===== config.mk =====
export PLATFORM = sky130hd
export DESIGN_NAME = ir_command_frame_encoder_unit
export DESIGN_NICKNAME = d
export VERILOG_FILES = /design/src/irce_pkg.sv /design/src/ir_command_frame_encoder_unit.sv
export SDC_FILE = /design/constraint.sdc
export NUM_CORES = 1
export LEC_CHECK = 0
export BUFFER_PORTS_ARGS = -buffer_cell sky130_fd_sc_hd__buf_2
export CAP_MARGIN = 20
export CORE_ASPECT_RATIO = 0.5
export CORE_MARGIN = 8
export CORE_UTILIZATION = 55
export CTS_CLUSTER_DIAMETER = 80
export DETAILED_ROUTE_END_ITERATION = 6
export GPL_TIMING_DRIVEN = 1
export PLACE_DENSITY = 0.78
export SETUP_SLACK_MARGIN = 0.1
export SYNTH_ARGS = -nofsm -noshare
export SYNTH_HDL_FRONTEND = slang
export SYNTH_SLANG_ARGS = --single-unit

===== constraint.sdc =====
create_clock -name clock -period 2.2 [get_ports clock]
set_input_delay 0.11 -clock clock [delete_from_list [all_inputs] [get_ports clock]]
set_output_delay 0.11 -clock clock [all_outputs]
set_load 0.01 [all_outputs]

===== src/irce_pkg.sv =====
`timescale 1ns / 1ps
// shared types and constants for the ir command frame encoder
// no dependencies

package irce_pkg;

   // frame preamble sent ahead of a command byte
   localparam logic [7:0] PREAMBLE_0 = 8'h55;
   localparam logic [7:0] PREAMBLE_1 = 8'hFF;
   localparam logic [7:0] PREAMBLE_2 = 8'h00;

   // position of an output byte within the sequence one payload byte causes
   typedef logic [2:0] step_type;

   localparam step_type STEP_PRE0     = 3'd0;
   localparam step_type STEP_PRE1     = 3'd1;
   localparam step_type STEP_PRE2     = 3'd2;
   localparam step_type STEP_DATA     = 3'd3;
   localparam step_type STEP_DATA_INV = 3'd4;
   localparam step_type STEP_SUM      = 3'd5;
   localparam step_type STEP_SUM_INV  = 3'd6;

endpackage


===== src/ir_command_frame_encoder_unit.sv =====
`timescale 1ns / 1ps
// ir command frame encoder: payload bytes in, framed transmit bytes out
// depends on irce_pkg
//
//   channel | dir | tdata              | tuser          | tlast
//   --------+-----+--------------------+----------------+-----------
//   req_    | in  | [7:0] payload_byte | [0] first_byte | last_byte
//   rsp_    | out | [7:0] frame_byte   | [0] frame_end  | run_last
//
// one frame byte leaves per cycle while rsp_tready holds high; an item gives 2
// frame bytes, 5 with a preamble, plus 2 with a checksum, through the single output register
// the item register takes the next item in the cycle its final byte moves
// into the output register, so the link stays busy across items
// reset (synchronous, active high) clears the running sum and both valids
// a stall on rsp_tready holds the output byte and the item register

module ir_command_frame_encoder_unit (
   input  logic       clock,
   input  logic       reset,
   input  logic       req_tvalid,
   output logic       req_tready,
   input  logic [7:0] req_tdata,   // [7:0] payload_byte
   input  logic [0:0] req_tuser,   // [0] first_byte
   input  logic       req_tlast,   // last_byte
   output logic       rsp_tvalid,
   input  logic       rsp_tready,
   output logic [7:0] rsp_tdata,   // [7:0] frame_byte
   output logic [0:0] rsp_tuser,   // [0] frame_end
   output logic       rsp_tlast    // run_last
);

   // running payload sum of the frame under way
   logic [7:0] running_sum_ff, running_sum_in;

   // item register: the byte being expanded and where we are in its sequence
   logic                 item_valid_ff, item_valid_in;
   logic [7:0]           item_byte_ff, item_byte_in;
   logic                 item_last_ff, item_last_in;
   logic [7:0]           item_sum_ff, item_sum_in;
   irce_pkg::step_type   item_step_ff, item_step_in;

   // output register
   logic       out_valid_ff, out_valid_in;
   logic [7:0] out_byte_ff, out_byte_in;
   logic       out_end_ff, out_end_in;
   logic       out_last_ff, out_last_in;

   logic               req_xfer;
   logic               out_load;
   logic               item_final;
   irce_pkg::step_type final_step;
   logic [7:0]         sum_next;
   logic [7:0]         step_byte;

   // output register can take a new byte when empty or being drained
   assign out_load   = !out_valid_ff || rsp_tready;
   assign final_step = item_last_ff ? irce_pkg::STEP_SUM_INV : irce_pkg::STEP_DATA_INV;
   // the item's last byte moves out this cycle
   assign item_final = item_valid_ff && out_load && (item_step_ff == final_step);

   assign req_tready = !item_valid_ff || item_final;
   assign req_xfer   = req_tvalid && req_tready;

   // a first byte restarts the sum
   assign sum_next = req_tuser[0] ? req_tdata : 8'(running_sum_ff + req_tdata);

   // byte for the current step of the held item
   always_comb begin
      unique case (item_step_ff)
         irce_pkg::STEP_PRE0:     step_byte = irce_pkg::PREAMBLE_0;
         irce_pkg::STEP_PRE1:     step_byte = irce_pkg::PREAMBLE_1;
         irce_pkg::STEP_PRE2:     step_byte = irce_pkg::PREAMBLE_2;
         irce_pkg::STEP_DATA:     step_byte = item_byte_ff;
         irce_pkg::STEP_DATA_INV: step_byte = ~item_byte_ff;
         irce_pkg::STEP_SUM:      step_byte = item_sum_ff;
         irce_pkg::STEP_SUM_INV:  step_byte = ~item_sum_ff;
         default:                 step_byte = item_byte_ff;
      endcase
   end

   always_comb begin
      running_sum_in = running_sum_ff;
      item_valid_in  = item_valid_ff;
      item_byte_in   = item_byte_ff;
      item_last_in   = item_last_ff;
      item_sum_in    = item_sum_ff;
      item_step_in   = item_step_ff;
      out_valid_in   = out_valid_ff;
      out_byte_in    = out_byte_ff;
      out_end_in     = out_end_ff;
      out_last_in    = out_last_ff;

      // advance the held item into the output register
      if (out_load) begin
         out_valid_in = item_valid_ff;
         out_byte_in  = step_byte;
         out_end_in   = (item_step_ff == irce_pkg::STEP_SUM_INV);
         out_last_in  = (item_step_ff == final_step);
         if (item_valid_ff) begin
            item_step_in = irce_pkg::step_type'(item_step_ff + 3'd1);
         end
         if (item_final) begin
            item_valid_in = 1'b0;
         end
      end

      // take a new item; the sum is settled at accept time
      if (req_xfer) begin
         item_valid_in  = 1'b1;
         item_byte_in   = req_tdata;
         item_last_in   = req_tlast;
         item_sum_in    = sum_next;
         item_step_in   = req_tuser[0] ? irce_pkg::STEP_PRE0 : irce_pkg::STEP_DATA;
         running_sum_in = req_tlast ? 8'h00 : sum_next;
      end
   end

   always_ff @(posedge clock) begin
      if (reset) begin
         running_sum_ff <= 8'h00;
         item_valid_ff  <= 1'b0;
         out_valid_ff   <= 1'b0;
      end else begin
         running_sum_ff <= running_sum_in;
         item_valid_ff  <= item_valid_in;
         out_valid_ff   <= out_valid_in;
      end
   end

   // payload registers, no reset needed
   always_ff @(posedge clock) begin
      item_byte_ff <= item_byte_in;
      item_last_ff <= item_last_in;
      item_sum_ff  <= item_sum_in;
      item_step_ff <= item_step_in;
      out_byte_ff  <= out_byte_in;
      out_end_ff   <= out_end_in;
      out_last_ff  <= out_last_in;
   end

   assign rsp_tvalid   = out_valid_ff;
   assign rsp_tdata    = out_byte_ff;
   assign rsp_tuser[0] = out_end_ff;
   assign rsp_tlast    = out_last_ff;

`ifndef SYNTH
   // frame end is always the last byte of its item
   a_end_is_last: assert property (@(posedge clock) disable iff (reset)
      rsp_tvalid && rsp_tuser[0] |-> rsp_tlast)
      else $error("frame end without run last");

   // held item never steps past the checksum complement
   a_step_range: assert property (@(posedge clock) disable iff (reset)
      item_valid_ff |-> item_step_ff <= irce_pkg::STEP_SUM_INV)
      else $error("item step out of range");

   // a last byte closes the frame and clears the sum
   a_sum_cleared: assert property (@(posedge clock) disable iff (reset)
      req_tvalid && req_tready && req_tlast |=> running_sum_ff == 8'h00)
      else $error("running sum not cleared after last byte");

   // a first byte starts at the preamble
   a_first_preamble: assert property (@(posedge clock) disable iff (reset)
      req_tvalid && req_tready && req_tuser[0] |=>
         item_valid_ff && item_step_ff == irce_pkg::STEP_PRE0)
      else $error("first byte did not start with preamble");
`endif

endmodule

# Word level (Yosys, flattened, before mapping)
# Index checks and enable logic that the tools add are counted.
# totals
word_cells	44
reg_bits	40
out_inout_bits	12
inputBits	14
# classes
addsub	2
muxes	11
n_eq_ne	6
n_reduce_logical	13
bitwise_logic	2
# ops
cell	count
$pmux W8 S6	1
$mux W8	2
$not A8 Y8	2
$eq A3 B3 Y1 const B	3
$mux W3	3
$add A8 B8 Y8	1
$reduce_bool A2 Y1	3
$mux W2	2
$reduce_and A2 Y1	2
$add A3 B1 Y3 const B	1
$eq A3 B1 Y1 const B	1
$eq A3 B2 Y1 const B	1
$eq A3 B3 Y1	1
$logic_and A1 B1 Y1	3
$logic_not A3 Y1	1
$mux W1	3
$logic_not A1 Y1	2
$logic_or A1 B1 Y1	2

# Longest topological paths before layout
# Gate-level depths: netlist (run 1).
# logic_depth
word_depth	8
depth_mapped	6
mapped_depth_nobuf	6

# Least setup slack after synthesis (run 1)
# OpenSTA, ideal clock, no wires.
# synth_timing
path_type	register to register
start	register item_step_ff[1]
end	register item_step_ff[1] (data pin)
slack_ns	0.290
arrival_time_ns	1.648
n_path_buf	0
setup_time_ns	0.262
path_stages_with_launch	5
period_less_slack_ns	1.910
required_time_ns	1.938
cell_sequence	edfxtp_1 > xor2_1 > o31a_4 > nor2_8 > mux2_1
# synth_between
elab_chain_cells	5
elab_cells_between_ends	8
cone_classes	add/sub (1); eq/ne (1); mux (3); reduce/logical (3)
# synth_lines
element	line	text
start: declaration	ir_command_frame_encoder_unit.sv:40	irce_pkg::step_type item_step_ff, item_step_in;
start signal: assignment	ir_command_frame_encoder_unit.sv:135	item_step_ff <= item_step_in;
parallel branches: the longest is 4 deep, another holds $add A3 B1 Y3	--	
$mux W3 *	ir_command_frame_encoder_unit.sv:108	if (req_xfer) begin
named net item_step_in[1]	ir_command_frame_encoder_unit.sv:40	
# Mark *: on every way through the listed nets, which the timed path passes. The select of a mux whose other input is x is not followed.
# A chain may end at the register's enable or synchronous reset.

# Worst setup path in the final report (run 1)
# layout_timing
start	register running_sum_ff[0]
end	register running_sum_ff[4]
# layout_between
elab_chain_cells	3
# layout_lines
element	line	text
start: declaration	ir_command_frame_encoder_unit.sv:33	logic [7:0] running_sum_ff, running_sum_in;
start signal: assignment	ir_command_frame_encoder_unit.sv:124	running_sum_ff <= running_sum_in;
$add A8 B8 Y8	ir_command_frame_encoder_unit.sv:65	assign sum_next = req_tuser[0] ? req_tdata : 8'(running_sum_ff + req_tdata);
$mux W8	ir_command_frame_encoder_unit.sv:65	
$mux W8	ir_command_frame_encoder_unit.sv:114	running_sum_in = req_tlast ? 8'h00 : sum_next;
# Every way passes these cells.

==> qor.csv, run 1 <==
metric,value,unit
avgViaCountPerCell,5.84,
dieArea,6350,µm²
die_width,105,µm
slew_headroom,0.663,
path_cells,ha_1 -> fa_1 -> a21o_2 -> a2111oi_0 -> nor3b_1 -> o32ai_1,
gr-total-overflow,0,
r2r-end,running_sum_ff[4]$_SDFFE_PP0P_,
placed_area,2360,µm²
cts_tree,done,
p_total,2.15,mW
ys_ff_latch,40,
fmax,490,MHz
fin_ws,0.160,ns
synthFlopType,edfxtp_1,
period_share,0.927,
port_buffers,25,
routedWlPerCell,16.2,µm
final_nets,247,
endpoint,running_sum_ff[4]$_SDFFE_PP0P_,
critPathRequiredTime,2.41,ns
final_cell_count_no_fill,276,
clk_transition_reported_paths,0.08,ns
vias,1612,
start_util,0.566,
fin_worst_skew,0.00713,ns
worst_slew_pin_slew,0.502,ns
cpMaxStageDelayCell,a2111oi_0,
syn_area,2180,µm²
critPathLaunch,running_sum_ff[0]$_SDFFE_PP0P_,
maxCapViolations,0,
cts_buffers,5,
core,3840,µm²
first_pass_iters,5,
whs,0.0182,ns
drv_slew,0,
crit_arrival,2.25,ns
ys_seq_area_frac,0.506,
globalplace.congestion,0.853,
cp-end-kind,flop,
grt_pass1_wl,7180,µm
outcome,finished clean,
crit_fanout,3,
clk_latency,0.30,ns
grt_pass1_vias,1487,
synthArstFlopShare,0,
p_leak,0.991,nW
min_period,2.04,ns
worstReg2RegStart,running_sum_ff[0]$_SDFFE_PP0P_,
synth_cell_types,50,
cts_max_path_buffers,2,
path_class,flop to flop,
dpl.hpwl,3350,µm
power.density,870,nW/µm²
cts_root_buffer,clkbuf_8,
postCtsHoldBufs,0,
cts_setup_buffers,0,
setup_tns,0,ns
synth_nets,219,
synth.avg_cell_area,11.3,µm²
ant_nets,0,
start_kind,flop,
layout-drive-gt1-share,0.212,
max_stage_delay,0.46,ns
grt_max_degree,18,
setup_viol,0,
yosys_warnings,0,
hold_viol,0,
r2r_cells,6,
final_util,0.643,
synth_edf_count,30,
synth_cells,193,
track_usage,0.144,
cts_resized,0,
syn_to_final_growth,13.6,%
placed_cells_incl_taps,268,
regToRegSetupSlack,0.16,ns
wirelength,4480,µm
antenna_cells,0,
rows,16,
fp.dieH,60.5,µm
pre_cts_ws,0.194,ns
antenna_found_initial,0,
stdcell_area,2470,µm²
htree_num_levels,2,
fillers,296,
drc_errors,0,
rsz0062_at_grt,no,
clock-sinks,40,
ir_drop,344,µV
min_path_type,primary input to flop,
drt_first_iter_violations,97,
num_io_pins,26,
[worst max-delay path, delay by kind of cell (launching register included)]
family          cells  cell delay, ns
compound gates      3            0.84
simple gates        1            0.15
fa+ha+maj           2            0.65
flops               1            0.33
[synthesized netlist by cell type, types with 2 or more instances]
cell       number  share of area
ha_1           11          0.063
o211ai_1        6          0.021
nor3b_1         2         0.0069
a21oi_1        12          0.028
mux2i_1         5          0.023
o221ai_1        2         0.0081
o31ai_1         2         0.0069
o21ai_0        10          0.023
mux2_2          2          0.010
o211a_1         2         0.0092
buf_2           3         0.0069
dfxtp_1        10          0.092
xnor2_1         2         0.0081
inv_1          14          0.024
edfxtp_1       30           0.41
xor2_1          2         0.0081
nor2_1         14          0.024
a2111oi_0       2         0.0081
clkbuf_1        3         0.0052
nand4b_1        3          0.012
o32ai_1         4          0.016
a22o_1          6          0.024
nand2b_1        5          0.014
nor3_1          2         0.0046
nand3_1         2         0.0046
nand2_1        10          0.017
and2_1          2         0.0057
a211oi_1        2         0.0069
nor2b_1         2         0.0057
[registers in the layout (all words and copies together) (netlist names)]
| name | count |
|---|---|
| running_sum_ff | 8 |
| item_byte_ff | 8 |
| rsp_tdata | 8 |
| rsp_tvalid | 1 |
| item_sum_ff | 8 |
| rsp_tuser | 1 |
| item_valid_ff | 1 |
| item_last_ff | 1 |
| item_step_ff | 3 |
| rsp_tlast | 1 |
[layout by cell type (no fill, tap or decap), drive strengths merged, types with 4 or more instances in the layout]
cell type  netlist  layout
a21oi           12      12
a22o             6       6
buf              3      27
clkbuf           3       5
dfxtp           10      10
edfxtp          30      30
ha              11      11
inv             14      15
mux2i            5       5
nand2           11      11
nand2b           5       5
nor2            15      15
o211ai           7       7
o21ai           10      10
o32ai            4       4
[final cells by class]
cell class                 count  area [µm²]  share of cell area
tap                           54        67.6              0.0273
sequential                    40        1100               0.445
clock inverter                 3        46.3              0.0187
inverter                      16        65.1              0.0263
clock buffer                   5        68.8              0.0278
multi-input combinational    131         983               0.398
timing repair buffer          27         140              0.0567
[cells by family after synthesis]
logic type | after synthesis | synth area share
compound gates | 58 | 0.198
simple gates | 49 | 0.127
flops | 40 | 0.506
buf+inv | 22 | 0.0420
fa+ha+maj | 12 | 0.0725
mux | 8 | 0.0385
xor+xnor | 4 | 0.0161
[where the power goes]
group	switching (mW)	internal (mW)
combinational	0.306	0.218
clock	0.281	0.342
sequential	0.0502	0.953
total	0.637	1.51
[metal layers]
metal	track usage	routed length, µm	up-vias
met2	0.226	1880	69
met5	0	0	-
met1	0.181	2130	750
li1	-	-	783
met3	0.0413	375	10
met4	0.0743	103	0
[worst min-delay path by stage]
stage / start / to / slack [ns] / depth (start not counted)
3_5_place_dp: req_tdata[0] / item_byte_ff[0]$_DFFE_PP_ / 0.32 / 1
5_1_grt: req_tdata[0] / item_byte_ff[0]$_DFFE_PP_ / 0.01 / 1
2_1_floorplan: req_tdata[0] / item_byte_ff[0]$_DFFE_PP_ / 0.21 / 0
4_1_cts: req_tdata[0] / item_byte_ff[0]$_DFFE_PP_ / 0.007 / 1
6_report: req_tdata[0] / item_byte_ff[0]$_DFFE_PP_ / 0.02 / 1
3_3_place_gp: req_tdata[0] / item_byte_ff[0]$_DFFE_PP_ / 0.32 / 1
Note: power is estimated with default switching activity, not from simulation.
==> inputs of run 2 (changes only) <==
--- a/config.mk
+++ b/config.mk
@@ -9,11 +9,11 @@
 export CAP_MARGIN = 20
 export CORE_ASPECT_RATIO = 0.5
 export CORE_MARGIN = 8
-export CORE_UTILIZATION = 55
+export CORE_UTILIZATION = 23
 export CTS_CLUSTER_DIAMETER = 80
 export DETAILED_ROUTE_END_ITERATION = 6
 export GPL_TIMING_DRIVEN = 1
-export PLACE_DENSITY = 0.78
+export PLACE_DENSITY = 0.37
 export SETUP_SLACK_MARGIN = 0.1
 export SYNTH_ARGS = -nofsm -noshare
 export SYNTH_HDL_FRONTEND = slang
==> qor.csv, run 2 (synthesized netlist as in run 1, its figures left out) <==
metric,value,unit
outcome,finished clean,
path_cells,ha_1 -> fa_1 -> a211oi_1 -> o211a_1 -> nor3_1 -> buf_4 -> a31o_2,
dpl.hpwl,4020,µm
final_common_cell,edfxtp_1,
grt_pass1_wl,8440,µm
drc_errors,0,
seqCellArea,1100,µm²
gr-total-overflow,0,
slew_headroom,0.677,
first_pass_iters,4,
min_path_type,primary input to flop,
cpMaxStageDelayCell,fa_1,
power.density,901,nW/µm²
fp.dieH,84.8,µm
start_kind,flop,
fin_ws,0.205,ns
cp-end-kind,flop,
layout_common_cells,"edfxtp_1, buf_2, inv_1, nor2_1, a21oi_1",
maxCapViolations,0,
fmax,501,MHz
start_util,0.233,
cts_setup_buffers,0,
antenna_cells,0,
cts_buffers,5,
num_io_pins,26,
htree_num_levels,2,
syn_to_final_growth,20.1,%
ir_drop,334,µV
cts_tree,done,
grt_pass1_vias,1513,
setup_tns,0,ns
ant_nets,0,
clk_transition_reported_paths,0.06,ns
drv_slew,0,
p_leak,1.02,nW
multi_input_area,985,µm²
postCtsHoldBufs,0,
final_nets,248,
clk_latency,0.27,ns
pre_cts_ws,0.226,ns
fillers,968,
dieArea,13000,µm²
fin_worst_skew,0.00276,ns
setup_viol,0,
clock-sinks,40,
rsz0062_at_grt,yes,
vias,1522,
core,9320,µm²
drt_first_iter_violations,84,
rows,25,
min_period,2.00,ns
routedWlPerCell,15.1,µm
avgViaCountPerCell,4.42,
whs,0.0510,ns
grt_max_degree,24,
crit_fanout,3,
wirelength,5200,µm
track_usage,0.0825,
cts_resized,0,
period_share,0.907,
critPathRequiredTime,2.37,ns
worst_slew_pin_slew,0.482,ns
antenna_found_initial,0,
layout-drive-gt1-share,0.211,
crit_arrival,2.16,ns
hold_viol,0,
max_stage_delay,0.44,ns
cts_root_buffer,clkbuf_16,
path_class,flop to flop,
cts_max_path_buffers,2,
globalplace.congestion,0.752,
port_buffers,25,
die_width,154,µm
==> run 2: changes by cell type in the layout (fill, tap and decap cells not counted) <==
| cell | previous run | this run |
|---|---|---|
| clkinv_2 | 0 | 1 |
| clkbuf_8 | 5 | 0 |
| a2111oi_0 | 2 | 1 |
| inv_6 | 1 | 0 |
| a2111oi_1 | 0 | 1 |
| clkbuf_1 | 0 | 1 |
| clkbuf_16 | 0 | 5 |
| clkinvlp_4 | 1 | 0 |
| buf_4 | 2 | 3 |
==> run 2: worst paths after layout <==
check,start,endpoint,slack (ns),depth (start not counted)
min,req_tdata[0],item_byte_ff[0]$_DFFE_PP_,0.05,1
max,running_sum_ff[0]$_SDFFE_PP0P_,running_sum_ff[6]$_SDFFE_PP0P_,0.20,7
max reg2reg,running_sum_ff[0]$_SDFFE_PP0P_,running_sum_ff[6]$_SDFFE_PP0P_,0.20,7
min reg2reg,running_sum_ff[5]$_SDFFE_PP0P_,running_sum_ff[5]$_SDFFE_PP0P_,0.48,2
==> run 2: worst max-delay path, delay by kind of cell, from the launching register on <==
kind	cells	cell delay (ns)
and+or+nand+nor	1	0.05
AOI/OAI and AO/OA	3	0.73
adders and majority gates	2	0.67
DFF	1	0.31
buffers and inverters	1	0.13
==> run 2: layout make-up <==
cell class	count	share of cell area
multi-input cells	131	0.377
clock inverters	2	0.0134
well taps	121	0.0579
inverters	16	0.0249
repair buffers	28	0.0565
clock buffers	6	0.0493
flip-flops and latches	40	0.421
==> run 2: per-layer routing <==
layer  vias to the layer above  share of wire  routed length [µm]  global-route usage
li1                        785              -                   -                   -
met1                       700           0.55                2850               0.117
met2                        32           0.39                2040               0.115
met3                         5          0.050                 258              0.0236
met4                         0         0.0096                  50              0.0282
met5                         -              0                   0                   0
==> run 2: where the power goes <==
group	total, mW	switching [mW]	internal [mW]
clock	0.813	0.280	0.533
combinational	0.534	0.313	0.221
sequential	1.01	0.0525	0.955
total	2.36	0.645	1.71
==> run 2: stage by stage <==
step / util / cells / total power, mW / area (µm²)
after floorplan: - / 193 / 1.37 / 2180
after global placement: 0.263 / 336 / 1.56 / 2450
after detailed placement: 0.263 / 336 / 1.57 / 2450
after CTS: 0.280 / 344 / 2.40 / 2610
after global routing: 0.280 / 344 / 2.50 / 2610
final: 0.280 / 344 / 2.36 / 2610
==> inputs of run 3 (changes only) <==
--- a/config.mk
+++ b/config.mk
@@ -5,6 +5,7 @@
 export SDC_FILE = /design/constraint.sdc
 export NUM_CORES = 1
 export LEC_CHECK = 0
+export ABC_AREA = 1
 export BUFFER_PORTS_ARGS = -buffer_cell sky130_fd_sc_hd__buf_2
 export CAP_MARGIN = 20
 export CORE_ASPECT_RATIO = 0.5
@@ -13,7 +14,7 @@
 export CTS_CLUSTER_DIAMETER = 80
 export DETAILED_ROUTE_END_ITERATION = 6
 export GPL_TIMING_DRIVEN = 1
-export PLACE_DENSITY = 0.37
+export PLACE_DENSITY = 0.38
 export SETUP_SLACK_MARGIN = 0.1
 export SYNTH_ARGS = -nofsm -noshare
 export SYNTH_HDL_FRONTEND = slang
==> qor.csv, run 3 <==
metric,value,unit
synth_nets,254,
postCtsHoldBufs,0,
cts_resized,0,
ys_ff_latch,40,
rows,24,
drc_errors,0,
synth.area.mux_share,0,
fmax,547,MHz
drt_first_iter_violations,103,
htree_num_levels,2,
die_width,152,µm
final_common_cell,nand2_1,
crit_arrival,1.84,ns
first_pass_iters,4,
post-synth-top-count-cell,nand2_1,
grt_pass1_vias,1445,
yosysTopAreaCell,edfxtp_1,
fin_worst_skew,0.00836,ns
port_buffers,25,
path_cells,inv_1 -> ha_1 -> nand2_1 -> o22ai_1 -> a2111oi_0 -> nor2_1,
start_kind,flop,
cts_root_buffer,clkbuf_16,
max_stage_delay,0.49,ns
period_share,0.830,
clock-sinks,40,
ant_nets,0,
syn_to_final_growth,18.1,%
cpMaxStageDelayCell,edfxtp_1,
ys_seq_area_frac,0.516,
synth_cell_types,31,
p_leak,1.09,nW
path_class,flop to flop,
synth-xor-area-share,0.00822,
synth_top_cell_area_share,0.423,
setup_tns,0,ns
yosys_warnings,0,
cts_buffers,5,
slew_headroom,0.682,
synthArstFlopShare,0,
track_usage,0.0762,
core,8860,µm²
synth.top_cells.by_area,"edfxtp_1, nand2_1, dfxtp_1",
min_period,1.83,ns
grt_pass1_wl,7760,µm
synth_edf_count,30,
ir_drop,289,µV
placed_cells_incl_taps,366,
synth_top_family_by_area,simple AND/OR/NAND/NOR gates,
synth_commonest_cells,"nand2_1, edfxtp_1, inv_1",
power.density,843,nW/µm²
r2r_cells,6,
wirelength,4910,µm
cp-end-kind,flop,
drv_slew,0,
synthFlopType,edfxtp_1,
syn_area,2130,µm²
cts_max_path_buffers,2,
synth_cells,228,
layout_common_cells,"nand2_1, edfxtp_1, buf_2, inv_1, nor2_1",
routedWlPerCell,13.1,µm
cts_setup_buffers,0,
min_path_type,primary input to flop,
antenna_found_initial,0,
setup_viol,0,
final_nets,282,
final_cell_count_no_fill,374,
final_util,0.284,
maxCapViolations,0,
hold_viol,0,
clk_transition_reported_paths,0.06,ns
vias,1590,
holdPathStages,1,
grt_max_degree,21,
gr-total-overflow,0,
globalplace.congestion,0.824,
avgViaCountPerCell,4.25,
outcome,finished clean,
p_total,2.12,mW
synth.avg_cell_area,9.35,µm²
synth_compound_area_frac,0.112,
fp.dieH,84.1,µm
clk_latency,0.28,ns
start_util,0.241,
crit_fanout,9,
worst_slew_pin_slew,0.472,ns
dieArea,12800,µm²
critPathRequiredTime,2.22,ns
num_io_pins,26,
dpl.hpwl,3750,µm
layout-drive-gt1-share,0.191,
antenna_cells,0,
rsz0062_at_grt,no,
cts_tree,done,
synthSimpleGateAreaFrac,0.232,
synthAdderAreaFrac,0.0739,
[run 3: per-layer routing]
layer  part of all wire  GRT usage  routed length [µm]
met5                  0          0                   0
met4             0.0073     0.0243                  36
met3              0.035     0.0191                 172
met2               0.41      0.110                2000
met1               0.55      0.108                2690
[run 3: area by class of cell]
cell class / count / area (µm²)
Clock buffer: 6 / 129
Clock inverter: 2 / 12.5
Fill cell: 940 / 6340
Inverter: 22 / 87.6
Multi-Input combinational cell: 161 / 908
Sequential cell: 40 / 1100
Tap cell: 117 / 146
Timing Repair Buffer: 26 / 133
[run 3: kinds of logic (layout without fill, tap and decap cells)]
kind of cell             count (synthesis)  count (layout)
AO/OA/AOI/OAI                           41              41
XOR/XNOR                                 2               2
adder cells (fa/ha/maj)                 12              12
buffers and inverters                   27              56
flip-flops                              40              40
AND/OR/NAND/NOR                        106             106
[run 3: through the flow]
stage / hold WS, ns / cell area [µm²] / setup slack [ns]
after floorplan: 0.209 / 2130 / 0.540
after global placement: 0.324 / 2380 / 0.411
after detailed placement: 0.324 / 2380 / 0.379
after CTS: 0.0345 / 2520 / 0.366
after global routing: 0.0499 / 2520 / 0.236
final: 0.0417 / 2520 / 0.373
[run 3: worst paths after layout]
path                                                startpoint                        endpoint  slack [ns]
worst min-delay path                              req_tdata[0]       item_byte_ff[0]$_DFFE_PP_        0.04
worst max-delay path                 item_step_ff[0]$_DFFE_PP_          rsp_tdata[3]$_DFFE_PN_        0.37
worst max register to register       item_step_ff[0]$_DFFE_PP_          rsp_tdata[3]$_DFFE_PN_        0.37
worst min register to register  running_sum_ff[2]$_SDFFE_PP0P_  running_sum_ff[2]$_SDFFE_PP0P_        0.47
[run 3: power by group]
group          switching, mW  total (mW)  internal (mW)
combinational          0.271       0.427          0.156
sequential            0.0510       0.993          0.942
clock                  0.285       0.703          0.418
[run 3: worst max-delay path, delay by kind of cell (launching register included)]
family,cells,cell delay (ns)
AOI/OAI and AO/OA,2,0.43
adders and majority gates,1,0.21
DFF,1,0.49
and+or+nand+nor,2,0.33
buffers and inverters,1,0.10
